--- config.mk ---
export PLATFORM = sky130hd
export DESIGN_NAME = ppf_base
export DESIGN_NICKNAME = d
export VERILOG_FILES = /design/src/rtl/ppf_pkg.sv /design/src/rtl/ppf_base.sv
export SDC_FILE = /design/constraint.sdc
export NUM_CORES = 1
export LEC_CHECK = 0
export BUFFER_PORTS_ARGS = -buffer_cell sky130_fd_sc_hd__buf_4
export CORE_MARGIN = 2
export CORE_UTILIZATION = 40
export CTS_BUF_LIST = sky130_fd_sc_hd__clkbuf_16
export DETAILED_ROUTE_END_ITERATION = 7
export PLACE_DENSITY_LB_ADDON = 0.3
export SYNTH_ARGS = -nofsm -noshare
export SYNTH_HDL_FRONTEND = slang
export SYNTH_SLANG_ARGS = --single-unit
--- constraint.sdc ---
create_clock -name i_clk -period 12.4 [get_ports i_clk]
set_clock_uncertainty 0.15 [all_clocks]
set_input_delay 2.48 -clock i_clk [delete_from_list [all_inputs] [get_ports i_clk]]
set_output_delay 2.48 -clock i_clk [all_outputs]
set_load 0.1 [all_outputs]
--- src/rtl/ppf_pkg.sv ---
package ppf_pkg;

    // Field widths
    localparam int DATA_W      = 16;
    localparam int ID_W        = 8;
    localparam int IDX_OUT_W   = 10;
    localparam int AREA_W      = 27;
    localparam int AMP_W       = 17;
    localparam int IN_TDATA_W  = 24;
    localparam int OUT_TDATA_W = 112;

    // Defaults
    localparam int MAX_SAMPLES_DEF = 1024;
    localparam logic [DATA_W-1:0] THR_RESET = 16'd100;

    // Area saturation limits
    localparam int AREA_MAX = 67108863;
    localparam int AREA_MIN = -67108864;

    // Accumulator control from the sequencer
    typedef struct packed {
        logic clear;
        logic valid;
    } t_acc_ctl;

endpackage

--- src/rtl/ppf_base.sv ---
module ppf_base #(
    parameter int CW = 11
) (
    input  logic                       i_clk,
    input  logic                       i_init,
    input  logic                       i_step,
    input  logic [CW-1:0]              i_n,
    input  logic [ppf_pkg::DATA_W-1:0] i_k,
    input  logic [CW-1:0]              i_rem,
    input  logic [ppf_pkg::DATA_W-1:0] i_first,
    input  logic                       i_neg,
    output logic [ppf_pkg::DATA_W-1:0] o_baseline
);

    // Tracks (2*i*|D| + N) as r_q*(2N) + r_r; r_q is the rounded offset
    logic [ppf_pkg::DATA_W-1:0] r_q;
    logic [CW:0]                r_r;
    logic [CW:0]                two_n;
    logic [CW:0]                m;
    logic [CW+1:0]              r_sum;
    logic                       wrap;

    assign two_n = {i_n, 1'b0};
    assign m     = {i_rem, 1'b0};
    assign r_sum = {1'b0, r_r} + {1'b0, m};
    assign wrap  = r_sum >= {1'b0, two_n};

    always_ff @(posedge i_clk) begin
        if (i_init) begin
            r_q <= '0;
            r_r <= {1'b0, i_n};
        end else if (i_step) begin
            if (wrap) begin
                r_q <= r_q + i_k + 1'b1;
                r_r <= (CW+1)'(r_sum - {1'b0, two_n});
            end else begin
                r_q <= r_q + i_k;
                r_r <= r_sum[CW:0];
            end
        end
    end

    assign o_baseline = i_neg ? (i_first - r_q) : (i_first + r_q);

endmodule

After elaboration in Yosys (flattened, before gate mapping). Index checks and enable logic that the tools add are counted.

Flip-flop bits (word level): 28. Output and inout bits: 16.

Reductions and logical operators: 1. Add/sub/neg operators: 6. Multiplexer cells: 5. $lt $le $gt $ge: 1.

Operators with widths (number): adder 16 bit (2); 2-to-1 mux 16 bit (2); 2-to-1 mux 11 bit (2); adder 16 x 1 -> 16 bit, second input constant (1); subtractor 16 bit (1); adder 12 x 12 -> 13 bit (1); >= comparator 13 x 12 -> 1 bit (1); 2-to-1 mux 12 bit (1); subtractor 12 bit (1); nonzero test 2 bit (1).

Longest topological paths before layout. Gate-level depths: netlist of run 1.

Word-level depth: 5. Gate-level depth with buffers: 20. Depth with buffers taken out: 20.

Worst setup path before layout of run 1. No wires, ideal clock.

Path type: input-to-output. Start point: in i_neg. End point: out o_baseline[12] (netlist bit). Arrival: 6.015 ns. Data required time: 9.770 ns. Path buffers: 1. Slack: 3.755 ns. Cell stages on the path: 11. Cells stage by stage: clkbuf_1 > mux2i_1 > fa_1 > a21o_1 > a21oi_1 > o21bai_1 > a21oi_1 > o21bai_1 > a211oi_1 > nor2_1 > xnor2_1.

Cells in the longest elaborated chain, start to end: 1.

RTL lines: from (decl) (RTL line ppf_base.sv:11) `input logic i_neg,`; 2-to-1 mux 16 bit (RTL line ppf_base.sv:43) `assign o_baseline = i_neg ? (i_first - r_q) : (i_first + r_q);`; to (decl) (RTL line ppf_base.sv:12) `output logic [ppf_pkg::DATA_W-1:0] o_baseline`.

Every way passes these cells.

Worst setup path after layout of run 1.
Start point: in i_neg. End point: out o_baseline[15] (netlist bit).

Same word-level chain as after synthesis.

==> impl_results.html, run 1 <==
<table>
<tr><th>Metric</th><th>Value</th></tr>
<tr><th colspan="2">Synthesis</th></tr>
<tr><td>Area fraction in compound gates after synthesis</td><td>24.8%</td></tr>
<tr><td>Netlist area before placement</td><td>4230 µm²</td></tr>
<tr><td>Fraction of registers with async set/reset</td><td>0%</td></tr>
<tr><td>Part of the Yosys area used for sequential elements</td><td>15.9%</td></tr>
<tr><td>Post-synth EDFFs</td><td>11</td></tr>
<tr><td>Mux contribution to synthesized area</td><td>3.64%</td></tr>
<tr><td>Number of standard cells after synthesis</td><td>543</td></tr>
<tr><td>Post-synthesis adder-cell area fraction</td><td>17.9%</td></tr>
<tr><td>Count of cell types in the netlist</td><td>62</td></tr>
<tr><td>Top flip-flop cell by instance count after synthesis</td><td>sky130_fd_sc_hd__dfxtp_1</td></tr>
<tr><td>Avg Cell Area, Syn</td><td>7.78 µm²</td></tr>
<tr><td>Largest family of logic cells by synthesized area</td><td>compound AO/OA/AOI/OAI gates</td></tr>
<tr><td>Post-synthesis net count</td><td>659</td></tr>
<tr><td>#FFs+latches synth</td><td>28</td></tr>
<tr><td>XOR/XNOR share of the synthesized area</td><td>13.0%</td></tr>
<tr><td>Simple-gate portion of the synthesized area</td><td>19.7%</td></tr>
<tr><td>Yosys warning count</td><td>0</td></tr>
<tr><th colspan="2">Timing</th></tr>
<tr><td>Post-route clock period utilization</td><td>65.3%</td></tr>
<tr><td>Max-slew violation count</td><td>0</td></tr>
<tr><td>Count of final setup violators</td><td>0</td></tr>
<tr><td>Worst slew margin</td><td>60.6%</td></tr>
<tr><td>Total negative setup slack</td><td>0 ns</td></tr>
<tr><td>Max Fclk</td><td>0.123 GHz</td></tr>
<tr><td>Unrepaired setup endpoints after global routing</td><td>false</td></tr>
<tr><td>Worst-margin pin slew</td><td>0.584 ns</td></tr>
<tr><td>Post-route minimum period</td><td>8.10 ns</td></tr>
<tr><td>Final Hold Vio Count</td><td>0</td></tr>
<tr><th colspan="2">Status</th></tr>
<tr><td>Run status</td><td>complete, no violations</td></tr>
<tr><th colspan="2">Detailed routing</th></tr>
<tr><td>Routed vias/inst</td><td>5.33</td></tr>
<tr><td>Final antenna-violating net count</td><td>0</td></tr>
<tr><td>Number of remaining DRC errors</td><td>0</td></tr>
<tr><td>Wire length per cell</td><td>13.1 µm</td></tr>
<tr><td>Via count</td><td>3,953</td></tr>
<tr><td>Violation count after the first detailed-route iteration</td><td>178</td></tr>
<tr><td>Router iterations before antenna repair</td><td>4</td></tr>
<tr><td>Wirelength, routed</td><td>9730 µm</td></tr>
<tr><th colspan="2">Critical path</th></tr>
<tr><td>Worst setup path category</td><td>input port to output pin</td></tr>
<tr><td>Critical-path maximum fanout</td><td>15</td></tr>
<tr><td>Critical path capture point type</td><td>output pin</td></tr>
<tr><td>Data required time at the worst endpoint</td><td>9.77 ns</td></tr>
<tr><td>Startpoint kind of the worst setup timing path</td><td>input port</td></tr>
<tr><td>Data arrival time of the critical path</td><td>5.47 ns</td></tr>
<tr><td>Worst setup slack for register-to-register paths</td><td>7.64 ns</td></tr>
<tr><th colspan="2">Clock tree</th></tr>
<tr><td>Clock insertion delay at the later pin of the skew report</td><td>0.27 ns</td></tr>
<tr><td>Number of buffers created by CTS</td><td>3</td></tr>
<tr><td>Cell chosen for the clock root</td><td>sky130_fd_sc_hd__clkbuf_16</td></tr>
<tr><td>Count of hold buffers inserted by post-cts repair</td><td>0</td></tr>
<tr><td>Clock input transition at the sequential cells of the worst setup and hold paths</td><td>0.08 ns</td></tr>
<tr><td>Max H-tree Level</td><td>1</td></tr>
<tr><td># resized after CTS</td><td>0</td></tr>
<tr><td>CTS tree</td><td>done</td></tr>
<tr><td>Buffer count from post-CTS setup fixing</td><td>0</td></tr>
<tr><td>Count of clock tree sinks</td><td>28</td></tr>
<tr><td>Buffers from clock root to sink, at most</td><td>2</td></tr>
<tr><th colspan="2">GRT</th></tr>
<tr><td>Overflow left after global routing</td><td>0</td></tr>
<tr><td>Number of global-route vias before repair</td><td>3,800</td></tr>
<tr><td>Pin count of the biggest net entering global routing</td><td>38</td></tr>
<tr><td>Global-route wire length before repair</td><td>16,900 µm</td></tr>
<tr><td>Aggregate global-route resource usage</td><td>17.6%</td></tr>
<tr><td>Antenna violations before repair</td><td>0</td></tr>
<tr><th colspan="2">Floorplan</th></tr>
<tr><td>Die Span X</td><td>107 µm</td></tr>
<tr><td>Initial core utilization</td><td>41.1%</td></tr>
<tr><td>I/O pin count</td><td>74</td></tr>
<tr><td>Core outline area</td><td>10,300 µm²</td></tr>
<tr><td>FP Rows</td><td>37</td></tr>
<tr><td>Die Y</td><td>107 µm</td></tr>
<tr><td>DIE AREA</td><td>11,400 µm²</td></tr>
<tr><th colspan="2">Finish</th></tr>
<tr><td>Commonest cells after routing, fill and taps aside</td><td>sky130_fd_sc_hd__buf_4 (74), sky130_fd_sc_hd__nor2_1 (63), sky130_fd_sc_hd__ha_1 (54)</td></tr>
<tr><td>Antenna cells</td><td>0</td></tr>
<tr><td>Layout-stage area growth over the synthesis result</td><td>18.1%</td></tr>
<tr><td>Number of nets in the layout</td><td>722</td></tr>
<tr><td>Final std cells w/o fill</td><td>741</td></tr>
<tr><td>Commonest non-fill, non-tap cell in the layout</td><td>sky130_fd_sc_hd__buf_4</td></tr>
<tr><td>Fraction of final layout cells with drive strength greater than 1</td><td>15.2%</td></tr>
<tr><th colspan="2">Place</th></tr>
<tr><td>Cell count after placement</td><td>737</td></tr>
<tr><td>Final weighted congestion of routability-driven global placement</td><td>0.837</td></tr>
<tr><td>Total of buffers placed on input and output ports</td><td>73</td></tr>
<tr><td>HPWL Detailed</td><td>7890 µm</td></tr>
<tr><th colspan="2">Run</th></tr>
<tr><td>Max-cap violations</td><td>0</td></tr>
<tr><th colspan="2">Min path</th></tr>
<tr><td>Class of the tightest hold or removal check</td><td>register to register</td></tr>
</table>
per-layer routing:
layer | GRT usage, % | vias to the layer above | share of wire (%)
met2 | 29.6 | 71 | 44
met1 | 24.6 | 1787 | 51
met5 | 0 | - | 0
met3 | 1.46 | 6 | 3.8
li1 | - | 2089 | -
met4 | 3.62 | 0 | 1.1
final timing paths:
kind                                      startpoint                   end  cells after the start
worst max register to register      r_r[1]$_DFFE_PN_  r_q[15]$_SDFFE_PP0P_                     20
worst max-delay path                           i_neg        o_baseline[15]                     13
worst min-delay path            r_r[11]$_SDFFE_PP0P_  r_r[11]$_SDFFE_PP0P_                      2
worst min register to register  r_r[11]$_SDFFE_PP0P_  r_r[11]$_SDFFE_PP0P_                      2
sequential cells by signal, indices dropped and copies added, names as in the netlist:
name  flops
r_q      16
r_r      12
cells by family after synthesis:
logic type | after synthesis
compound gates | 155
buf+inv | 56
flops | 28
mux | 15
fa+ha+maj | 58
simple gates | 169
xor+xnor | 62
stage by stage:
step / hold slack (ns) / util (%) / setup slack [ns] / instance area, µm²
finish: 0.360 / 48.6 / 4.30 / 4990
floorplan: 0.315 / - / 3.76 / 4230
global route: 0.402 / 48.6 / 3.98 / 4990
CTS: 0.353 / 48.6 / 4.27 / 4990
global placement: 0.330 / 47.6 / 4.42 / 4890
detailed placement: 0.339 / 47.6 / 4.28 / 4890
synth_stat cells, types with 8 or more instances:
library cell	instances	area, µm²
sky130_fd_sc_hd__nand2b_1	9	56.3
sky130_fd_sc_hd__nand3_1	15	75.1
sky130_fd_sc_hd__or3_1	8	50.1
sky130_fd_sc_hd__ha_1	54	676
sky130_fd_sc_hd__mux2i_1	12	120
sky130_fd_sc_hd__inv_1	40	150
sky130_fd_sc_hd__nand2_1	28	105
sky130_fd_sc_hd__nor2_1	63	236
sky130_fd_sc_hd__edfxtp_1	11	330
sky130_fd_sc_hd__xor2_1	13	114
sky130_fd_sc_hd__a211oi_1	15	113
sky130_fd_sc_hd__clkbuf_1	14	52.6
sky130_fd_sc_hd__a31oi_1	8	50.1
sky130_fd_sc_hd__o21ai_0	21	105
sky130_fd_sc_hd__dfxtp_1	17	340
sky130_fd_sc_hd__xnor2_1	48	420
sky130_fd_sc_hd__a21o_1	17	128
sky130_fd_sc_hd__a21oi_1	45	225
sky130_fd_sc_hd__nor3_1	13	65.1
critical path, stage by stage:
cell	delay, ns
sky130_fd_sc_hd__buf_4	0.17
sky130_fd_sc_hd__mux2i_1	0.33
sky130_fd_sc_hd__ha_1	0.29
sky130_fd_sc_hd__nor2b_1	0.12
sky130_fd_sc_hd__o21ai_0	0.19
sky130_fd_sc_hd__a21boi_0	0.18
sky130_fd_sc_hd__o211ai_1	0.25
sky130_fd_sc_hd__a21oi_1	0.13
sky130_fd_sc_hd__o31ai_1	0.48
sky130_fd_sc_hd__o2111ai_1	0.19
sky130_fd_sc_hd__a21oi_1	0.20
sky130_fd_sc_hd__xnor2_1	0.13
sky130_fd_sc_hd__buf_4	0.31
layout make-up:
| class | instances | area [µm²] |
|---|---|---|
| repair buffers | 74 | 556 |
| fillers | 1021 | 5290 |
| well taps | 136 | 170 |
| inverters | 40 | 150 |
| flip-flops and latches | 28 | 671 |
| clock buffers | 4 | 100 |
| multi-input cells | 459 | 3340 |
Power of run 1 is not shown: default switching activity piles up to over one toggle a cycle in this logic, so the estimate is an artifact.
==> run 2: changes to the inputs <==
clock period = 7.3 ns   (was 12.4 ns; I/O delays follow)
==> run 2 against run 1 <==
Effect of this change: hold slack got worse by 0.011 ns; flip-flop and latch count is the same; non-clock buffer count is the same; register-to-register slack worse by 5.1 ns; critical path depth stayed put; first-iteration DRC count is 13% higher; utilization unchanged; cell area is the same; global-route usage fell by 0.31 points; clock-buffer cell count stayed put; critical path type unchanged; highest routed layer unchanged.
==> impl_results.html, run 2 (synthesis results as in run 1) <==
<table>
<tr><th>Metric</th><th>Value</th></tr>
<tr><th colspan="2">Status</th></tr>
<tr><td>Run status</td><td>complete, no violations</td></tr>
<tr><th colspan="2">Detailed routing</th></tr>
<tr><td>Router iterations before antenna repair</td><td>4 (unchanged)</td></tr>
<tr><td>Violation count after the first detailed-route iteration</td><td>201 (+13%)</td></tr>
<tr><td>Number of remaining DRC errors</td><td>0 (unchanged)</td></tr>
<tr><td>Wire length per cell</td><td>13.1 µm (-0.44%)</td></tr>
<tr><td>Routed vias/inst</td><td>5.37 (+0.58%)</td></tr>
<tr><td>Final antenna-violating net count</td><td>0 (unchanged)</td></tr>
<tr><td>Via count</td><td>3,976 (+0.58%)</td></tr>
<tr><td>Wirelength, routed</td><td>9690 µm (-0.44%)</td></tr>
<tr><th colspan="2">Min path</th></tr>
<tr><td>Worst min-delay path endpoint</td><td>r_r[11]$_SDFFE_PP0P_</td></tr>
<tr><td>Number of stages on the worst hold path</td><td>2 (unchanged)</td></tr>
<tr><td>Worst Hold Launch</td><td>r_r[11]$_SDFFE_PP0P_</td></tr>
<tr><td>Class of the tightest hold or removal check</td><td>register to register</td></tr>
<tr><th colspan="2">Critical path</th></tr>
<tr><td>Data required time at the worst endpoint</td><td>5.69 ns (-4.08 ns)</td></tr>
<tr><td>Worst setup slack for register-to-register paths</td><td>2.58 ns (-5.06 ns)</td></tr>
<tr><td>Data arrival time of the critical path</td><td>4.36 ns (-1.11 ns)</td></tr>
<tr><td>Crit-path leading delay family</td><td>compound AO/OA/AOI/OAI gates</td></tr>
<tr><td>Critical path capture point type</td><td>output pin</td></tr>
<tr><td>Worst setup path category</td><td>input port to output pin</td></tr>
<tr><td>Cell Chain, Critical Path</td><td>buf_4 -&gt; mux2i_1 -&gt; ha_1 -&gt; nor2b_1 -&gt; o21ai_0 -&gt; a21boi_0 -&gt; o211ai_1 -&gt; a21oi_1 -&gt; o31ai_1 -&gt; o2111ai_1 -&gt; a21oi_1 -&gt; xnor2_1 -&gt; buf_4</td></tr>
<tr><td>Number of buffer and inverter stages on the critical path</td><td>2 (unchanged)</td></tr>
<tr><td>R2R cell count</td><td>19 (-5.0%)</td></tr>
<tr><td>Launch instance of the worst register-to-register path</td><td>r_r[1]$_DFFE_PN_</td></tr>
<tr><td>Critical Path Max Stage Delay</td><td>0.45 ns (-0.03 ns)</td></tr>
<tr><td>Startpoint kind of the worst setup timing path</td><td>input port</td></tr>
<tr><td>Cell at the slowest stage of the critical path</td><td>sky130_fd_sc_hd__o31ai_1</td></tr>
<tr><td>RR Endpoint</td><td>r_q[12]$_SDFFE_PP0P_</td></tr>
<tr><td>Critical-path maximum fanout</td><td>15 (unchanged)</td></tr>
<tr><th colspan="2">Finish</th></tr>
<tr><td>Fill count</td><td>1,026 (+0.49%)</td></tr>
<tr><td>Layout-stage area growth over the synthesis result</td><td>18.1% (unchanged)</td></tr>
<tr><td>Final std cells w/o fill</td><td>741 (unchanged)</td></tr>
<tr><td>Max FFs per register</td><td>16 (unchanged)</td></tr>
<tr><td>Commonest non-fill, non-tap cell in the layout</td><td>sky130_fd_sc_hd__buf_4</td></tr>
<tr><td>Commonest cells after routing, fill and taps aside</td><td>sky130_fd_sc_hd__buf_4 (74), sky130_fd_sc_hd__nor2_1 (63), sky130_fd_sc_hd__ha_1 (54)</td></tr>
<tr><td>Fraction of final layout cells with drive strength greater than 1</td><td>15.2% (unchanged)</td></tr>
<tr><td>Register bank with the most flops</td><td>r_q</td></tr>
<tr><td>Antenna cells</td><td>0 (unchanged)</td></tr>
<tr><td>Number of nets in the layout</td><td>722 (unchanged)</td></tr>
<tr><td>Registers with the highest flip-flop counts</td><td>r_q (16), r_r (12)</td></tr>
<tr><th colspan="2">Timing</th></tr>
<tr><td>Post-route clock period utilization</td><td>81.8%</td></tr>
<tr><td>Worst slew margin</td><td>59.9% (-0.74 points)</td></tr>
<tr><td>Post-route minimum period</td><td>5.97 ns</td></tr>
<tr><td>Max-slew violation count</td><td>0 (unchanged)</td></tr>
<tr><td>Worst-margin pin slew</td><td>0.595 ns (+0.0110 ns)</td></tr>
<tr><td>Final Hold Vio Count</td><td>0 (unchanged)</td></tr>
<tr><td>Max Fclk</td><td>0.167 GHz</td></tr>
<tr><td>Post-Route Hold Slack</td><td>0.348 ns (-0.0113 ns)</td></tr>
<tr><td>Count of final setup violators</td><td>0 (unchanged)</td></tr>
<tr><td>Total negative setup slack</td><td>0 ns (unchanged)</td></tr>
<tr><td>Unrepaired setup endpoints after global routing</td><td>false</td></tr>
<tr><th colspan="2">Place</th></tr>
<tr><td>Final weighted congestion of routability-driven global placement</td><td>0.824 (-1.5%)</td></tr>
<tr><td>Cell count after placement</td><td>737 (unchanged)</td></tr>
<tr><td>HPWL Detailed</td><td>7960 µm (+0.85%)</td></tr>
<tr><td>Total of buffers placed on input and output ports</td><td>73 (unchanged)</td></tr>
<tr><th colspan="2">Clock tree</th></tr>
<tr><td>Buffers from clock root to sink, at most</td><td>2 (unchanged)</td></tr>
<tr><td>CTS tree</td><td>done</td></tr>
<tr><td>Count of hold buffers inserted by post-cts repair</td><td>0 (unchanged)</td></tr>
<tr><td>Count of clock tree sinks</td><td>28 (unchanged)</td></tr>
<tr><td>Clock input transition at the sequential cells of the worst setup and hold paths</td><td>0.08 ns (about the same)</td></tr>
<tr><td>Clock insertion delay at the later pin of the skew report</td><td>0.27 ns (about the same)</td></tr>
<tr><td>Max H-tree Level</td><td>1 (unchanged)</td></tr>
<tr><td>Buffer count from post-CTS setup fixing</td><td>0 (unchanged)</td></tr>
<tr><td>Cell chosen for the clock root</td><td>sky130_fd_sc_hd__clkbuf_16</td></tr>
<tr><td>Number of buffers created by CTS</td><td>3 (unchanged)</td></tr>
<tr><td># resized after CTS</td><td>0 (unchanged)</td></tr>
<tr><th colspan="2">Floorplan</th></tr>
<tr><td>Initial core utilization</td><td>41.1% (unchanged)</td></tr>
<tr><td>DIE AREA</td><td>11,400 µm² (unchanged)</td></tr>
<tr><td>FP Rows</td><td>37 (unchanged)</td></tr>
<tr><td>Die Y</td><td>107 µm (unchanged)</td></tr>
<tr><td>Die Span X</td><td>107 µm (unchanged)</td></tr>
<tr><td>I/O pin count</td><td>74 (unchanged)</td></tr>
<tr><td>Core outline area</td><td>10,300 µm² (unchanged)</td></tr>
<tr><th colspan="2">GRT</th></tr>
<tr><td>Pin count of the biggest net entering global routing</td><td>38 (unchanged)</td></tr>
<tr><td>Number of global-route vias before repair</td><td>3,848 (+1.3%)</td></tr>
<tr><td>Global-route wire length before repair</td><td>16,700 µm (-1.4%)</td></tr>
<tr><td>Overflow left after global routing</td><td>0 (unchanged)</td></tr>
<tr><td>Antenna violations before repair</td><td>0 (unchanged)</td></tr>
<tr><td>Aggregate global-route resource usage</td><td>17.3% (-0.31 points)</td></tr>
<tr><th colspan="2">Run</th></tr>
<tr><td>Max-cap violations</td><td>0 (unchanged)</td></tr>
</table>
run 2: cell counts in the layout (fill, tap and decap cells not counted):
No cell type changed its count.
run 2: area by class of cell:
class                   count  area [µm²]  area share, %
multi-input cells         459        3340           67.0
well taps                 136         170           3.41
flip-flops and latches     28         671           13.4
repair buffers             74         556           11.1
clock buffers               4         100           2.01
inverters                  40         150           3.01
run 2: stage by stage:
stage               cell area (µm²)  utilization [%]  setup WS [ns]
floorplan                      4230                -          0.695
global placement               4890             47.6           1.38
detailed placement             4890             47.6           1.28
CTS                            4990             48.6           1.27
global route                   4990             48.6          0.978
finish                         4990             48.6           1.33
run 2: worst max-delay path by stage:
stage	end	slack, ns	startpoint	depth (start not counted)
after floorplan	o_baseline[12]	0.70	i_neg	11
after global placement	o_baseline[15]	1.38	i_neg	13
after detailed placement	o_baseline[15]	1.28	i_neg	13
after CTS	o_baseline[15]	1.27	i_neg	13
after global routing	o_baseline[15]	0.98	i_neg	13
final	o_baseline[15]	1.33	i_neg	13
run 2: worst min-delay path, stage by stage (launching register included):
cell,delay (ns)
sky130_fd_sc_hd__dfxtp_1,0.32
sky130_fd_sc_hd__nor2_1,0.08
sky130_fd_sc_hd__a311oi_1,0.05
run 2: metal layers:
layer	wire, µm	global-route usage, %	share of wire, %	vias to the layer above
li1	-	-	-	2098
met5	0	0	0	-
met1	4810	24.4	50	1801
met4	53	2.23	0.55	0
met3	466	1.64	4.8	4
met2	4360	29.3	45	73
Power of run 2 is left out for the same reason.
==> run 3: changes to the inputs <==
clock period = 4.9 ns   (was 7.3 ns; I/O delays follow)
==> run 3 against run 2 <==
Effect of this change: non-clock buffer count rose by 26; cell area rose by 8.1%; flip-flop and latch count did not move; final cell count rose by 3.5%; register-to-register slack got worse by 2.0 ns; via count rose by 3.7%; highest routed layer unchanged.
==> impl_results.html, run 3 (synthesis results as in run 1) <==
<table>
<tr><th>Metric</th><th>Value</th></tr>
<tr><th colspan="2">Min path</th></tr>
<tr><td>Number of stages on the worst hold path</td><td>2 (unchanged)</td></tr>
<tr><td>Worst min-delay path endpoint</td><td>r_r[11]$_SDFFE_PP0P_</td></tr>
<tr><td>Worst Hold Launch</td><td>r_r[11]$_SDFFE_PP0P_</td></tr>
<tr><td>Class of the tightest hold or removal check</td><td>register to register</td></tr>
<tr><th colspan="2">GRT</th></tr>
<tr><td>Pin count of the biggest net entering global routing</td><td>38 (unchanged)</td></tr>
<tr><td>Grt peak-use layer</td><td>met2</td></tr>
<tr><td>Antenna violations before repair</td><td>0 (unchanged)</td></tr>
<tr><td>Met2 Track Usage GR</td><td>32.5% (+3.2 points)</td></tr>
<tr><td>Aggregate global-route resource usage</td><td>18.5% (+1.2 points)</td></tr>
<tr><td>Met3 layer usage reported by global route</td><td>1.58% (-0.061 points)</td></tr>
<tr><td>Overflow left after global routing</td><td>0 (unchanged)</td></tr>
<tr><td>Global-route wire length before repair</td><td>17,700 µm (+6.0%)</td></tr>
<tr><td>Number of global-route vias before repair</td><td>4,087 (+6.2%)</td></tr>
<tr><td>Met1 usage</td><td>24.6% (+0.21 points)</td></tr>
<tr><th colspan="2">Floorplan</th></tr>
<tr><td>Initial core utilization</td><td>41.1% (unchanged)</td></tr>
<tr><td>Die Y</td><td>107 µm (unchanged)</td></tr>
<tr><td>Die Span X</td><td>107 µm (unchanged)</td></tr>
<tr><td>FP Rows</td><td>37 (unchanged)</td></tr>
<tr><td>Core outline area</td><td>10,300 µm² (unchanged)</td></tr>
<tr><td>DIE AREA</td><td>11,400 µm² (unchanged)</td></tr>
<tr><td>I/O pin count</td><td>74 (unchanged)</td></tr>
<tr><th colspan="2">Run</th></tr>
<tr><td>Max-cap violations</td><td>0 (unchanged)</td></tr>
<tr><th colspan="2">Clock tree</th></tr>
<tr><td>Number of buffers created by CTS</td><td>3 (unchanged)</td></tr>
<tr><td>Clock insertion delay at the later pin of the skew report</td><td>0.27 ns (about the same)</td></tr>
<tr><td>CTS tree</td><td>done</td></tr>
<tr><td>Cell chosen for the clock root</td><td>sky130_fd_sc_hd__clkbuf_16</td></tr>
<tr><td>Max H-tree Level</td><td>1 (unchanged)</td></tr>
<tr><td>Count of clock tree sinks</td><td>28 (unchanged)</td></tr>
<tr><td>Clock input transition at the sequential cells of the worst setup and hold paths</td><td>0.08 ns (about the same)</td></tr>
<tr><td>Buffers from clock root to sink, at most</td><td>2 (unchanged)</td></tr>
<tr><th colspan="2">Critical path</th></tr>
<tr><td>Launch instance of the worst register-to-register path</td><td>r_r[1]$_DFFE_PN_</td></tr>
<tr><td>R2R cell count</td><td>19 (unchanged)</td></tr>
<tr><td>Critical-path maximum fanout</td><td>3 (-12)</td></tr>
<tr><td>Critical path capture point type</td><td>output pin</td></tr>
<tr><td>RR Endpoint</td><td>r_q[12]$_SDFFE_PP0P_</td></tr>
<tr><td>Startpoint kind of the worst setup timing path</td><td>input port</td></tr>
<tr><td>Data arrival time of the critical path</td><td>3.65 ns (-0.71 ns)</td></tr>
<tr><td>Worst setup slack for register-to-register paths</td><td>0.60 ns (-1.98 ns)</td></tr>
<tr><td>Worst setup path category</td><td>input port to output pin</td></tr>
<tr><td>Data required time at the worst endpoint</td><td>3.77 ns (-1.92 ns)</td></tr>
<tr><th colspan="2">Detailed routing</th></tr>
<tr><td>Wire length per cell</td><td>13.9 µm (+6.5%)</td></tr>
<tr><td>Number of remaining DRC errors</td><td>0 (unchanged)</td></tr>
<tr><td>Router iterations before antenna repair</td><td>4 (unchanged)</td></tr>
<tr><td>Violation count after the first detailed-route iteration</td><td>203 (+1.0%)</td></tr>
<tr><td>Wirelength, routed</td><td>10,700 µm (+10%)</td></tr>
<tr><td>Via count</td><td>4,122 (+3.7%)</td></tr>
<tr><td>Routed vias/inst</td><td>5.37 (+0.16%)</td></tr>
<tr><td>Final antenna-violating net count</td><td>0 (unchanged)</td></tr>
<tr><th colspan="2">Timing</th></tr>
<tr><td>Post-route minimum period</td><td>4.78 ns</td></tr>
<tr><td>Worst slew margin</td><td>55.3% (-4.5 points)</td></tr>
<tr><td>Post-route clock period utilization</td><td>97.5%</td></tr>
<tr><td>Count of final setup violators</td><td>0 (unchanged)</td></tr>
<tr><td>Max-slew violation count</td><td>0 (unchanged)</td></tr>
<tr><td>Final Hold Vio Count</td><td>0 (unchanged)</td></tr>
<tr><td>Worst-margin pin slew</td><td>0.662 ns (+0.0673 ns)</td></tr>
<tr><td>Max Fclk</td><td>0.209 GHz</td></tr>
<tr><th colspan="2">Finish</th></tr>
<tr><td>Max FFs per register</td><td>16 (unchanged)</td></tr>
<tr><td>Commonest cells after routing, fill and taps aside</td><td>sky130_fd_sc_hd__buf_4 (97), sky130_fd_sc_hd__nor2_1 (63), sky130_fd_sc_hd__ha_1 (53)</td></tr>
<tr><td>Fraction of final layout cells with drive strength greater than 1</td><td>23.6% (+8.4 points)</td></tr>
<tr><td>Register bank with the most flops</td><td>r_q</td></tr>
<tr><td>Cell area after layout</td><td>5390 µm² (+8.1%)</td></tr>
<tr><td>Commonest non-fill, non-tap cell in the layout</td><td>sky130_fd_sc_hd__buf_4</td></tr>
<tr><td>Registers with the highest flip-flop counts</td><td>r_q (16), r_r (12)</td></tr>
<tr><td>Layout-stage area growth over the synthesis result</td><td>27.6%</td></tr>
<tr><td>Number of nets in the layout</td><td>748 (+3.6%)</td></tr>
<tr><td>Antenna cells</td><td>0 (unchanged)</td></tr>
<tr><th colspan="2">Status</th></tr>
<tr><td>Run status</td><td>complete, no violations</td></tr>
<tr><th colspan="2">Place</th></tr>
<tr><td>Total of buffers placed on input and output ports</td><td>73 (unchanged)</td></tr>
<tr><td>Cell Area, Placed</td><td>5180 µm² (+5.9%)</td></tr>
<tr><td>Final weighted congestion of routability-driven global placement</td><td>0.881 (+6.9%)</td></tr>
<tr><td>HPWL Detailed</td><td>8670 µm (+9.0%)</td></tr>
</table>
[run 3: per-stage QoR]
step	util, %	instances	setup WS [ns]	hold WS [ns]	TNS, ns
after detailed placement	50.4	761	-0.353	0.353	-4.83
after floorplan	-	543	-0.116	0.315	-0.240
after global routing	52.5	767	-0.0798	0.386	-0.239
after global placement	50.4	761	-0.222	0.326	-1.92
after CTS	51.4	765	0.0151	0.362	0
final	52.5	767	0.125	0.373	0
[run 3: final cells by class]
type	count	area, µm²
inverters	40	150
well taps	136	170
clock buffers	4	100
fillers	1025	4880
repair buffers	100	771
multi-input cells	459	3530
flip-flops and latches	28	672
[run 3: metal layers]
layer	share of wire, %	vias up	routed length, µm
met1	48	1899	5090
met3	3.7	10	396
li1	-	2145	-
met4	1.2	0	126
met5	0	-	0
met2	47	68	5070
[run 3: worst max-delay path by stage]
stage | to | slack (ns) | start
final | o_baseline[14] | 0.12 | i_neg
after global routing | r_q[15]$_SDFFE_PP0P_ | -0.08 | i_rem[0]
after CTS | o_baseline[13] | 0.02 | i_neg
after detailed placement | r_q[15]$_SDFFE_PP0P_ | -0.35 | i_rem[0]
after global placement | r_q[15]$_SDFFE_PP0P_ | -0.22 | i_rem[0]
after floorplan | o_baseline[12] | -0.12 | i_neg
[run 3: critical path, stage by stage]
cell and delay, ns:
sky130_fd_sc_hd__buf_4 0.13, sky130_fd_sc_hd__mux2i_2 0.15, sky130_fd_sc_hd__buf_4 0.14, sky130_fd_sc_hd__fa_1 0.42, sky130_fd_sc_hd__a21o_1 0.17, sky130_fd_sc_hd__a21oi_1 0.18, sky130_fd_sc_hd__o21bai_1 0.11, sky130_fd_sc_hd__a21oi_2 0.17
sky130_fd_sc_hd__o21bai_1 0.11, sky130_fd_sc_hd__a211oi_2 0.31, sky130_fd_sc_hd__o31ai_1 0.11, sky130_fd_sc_hd__a21oi_1 0.16, sky130_fd_sc_hd__buf_4 0.16, sky130_fd_sc_hd__xnor2_4 0.13, sky130_fd_sc_hd__buf_12 0.20
[run 3: repair_timing]
action	4_1_cts	5_1_grt
cloned	0	0
setup buffers	0	2
endpoints found under the setup margin	6	26
pin swaps	0	9
gates resized for setup	3	28
endpoints found under the hold margin	0	0
hold buffers	0	0
Power of run 3 is left out for the same reason.
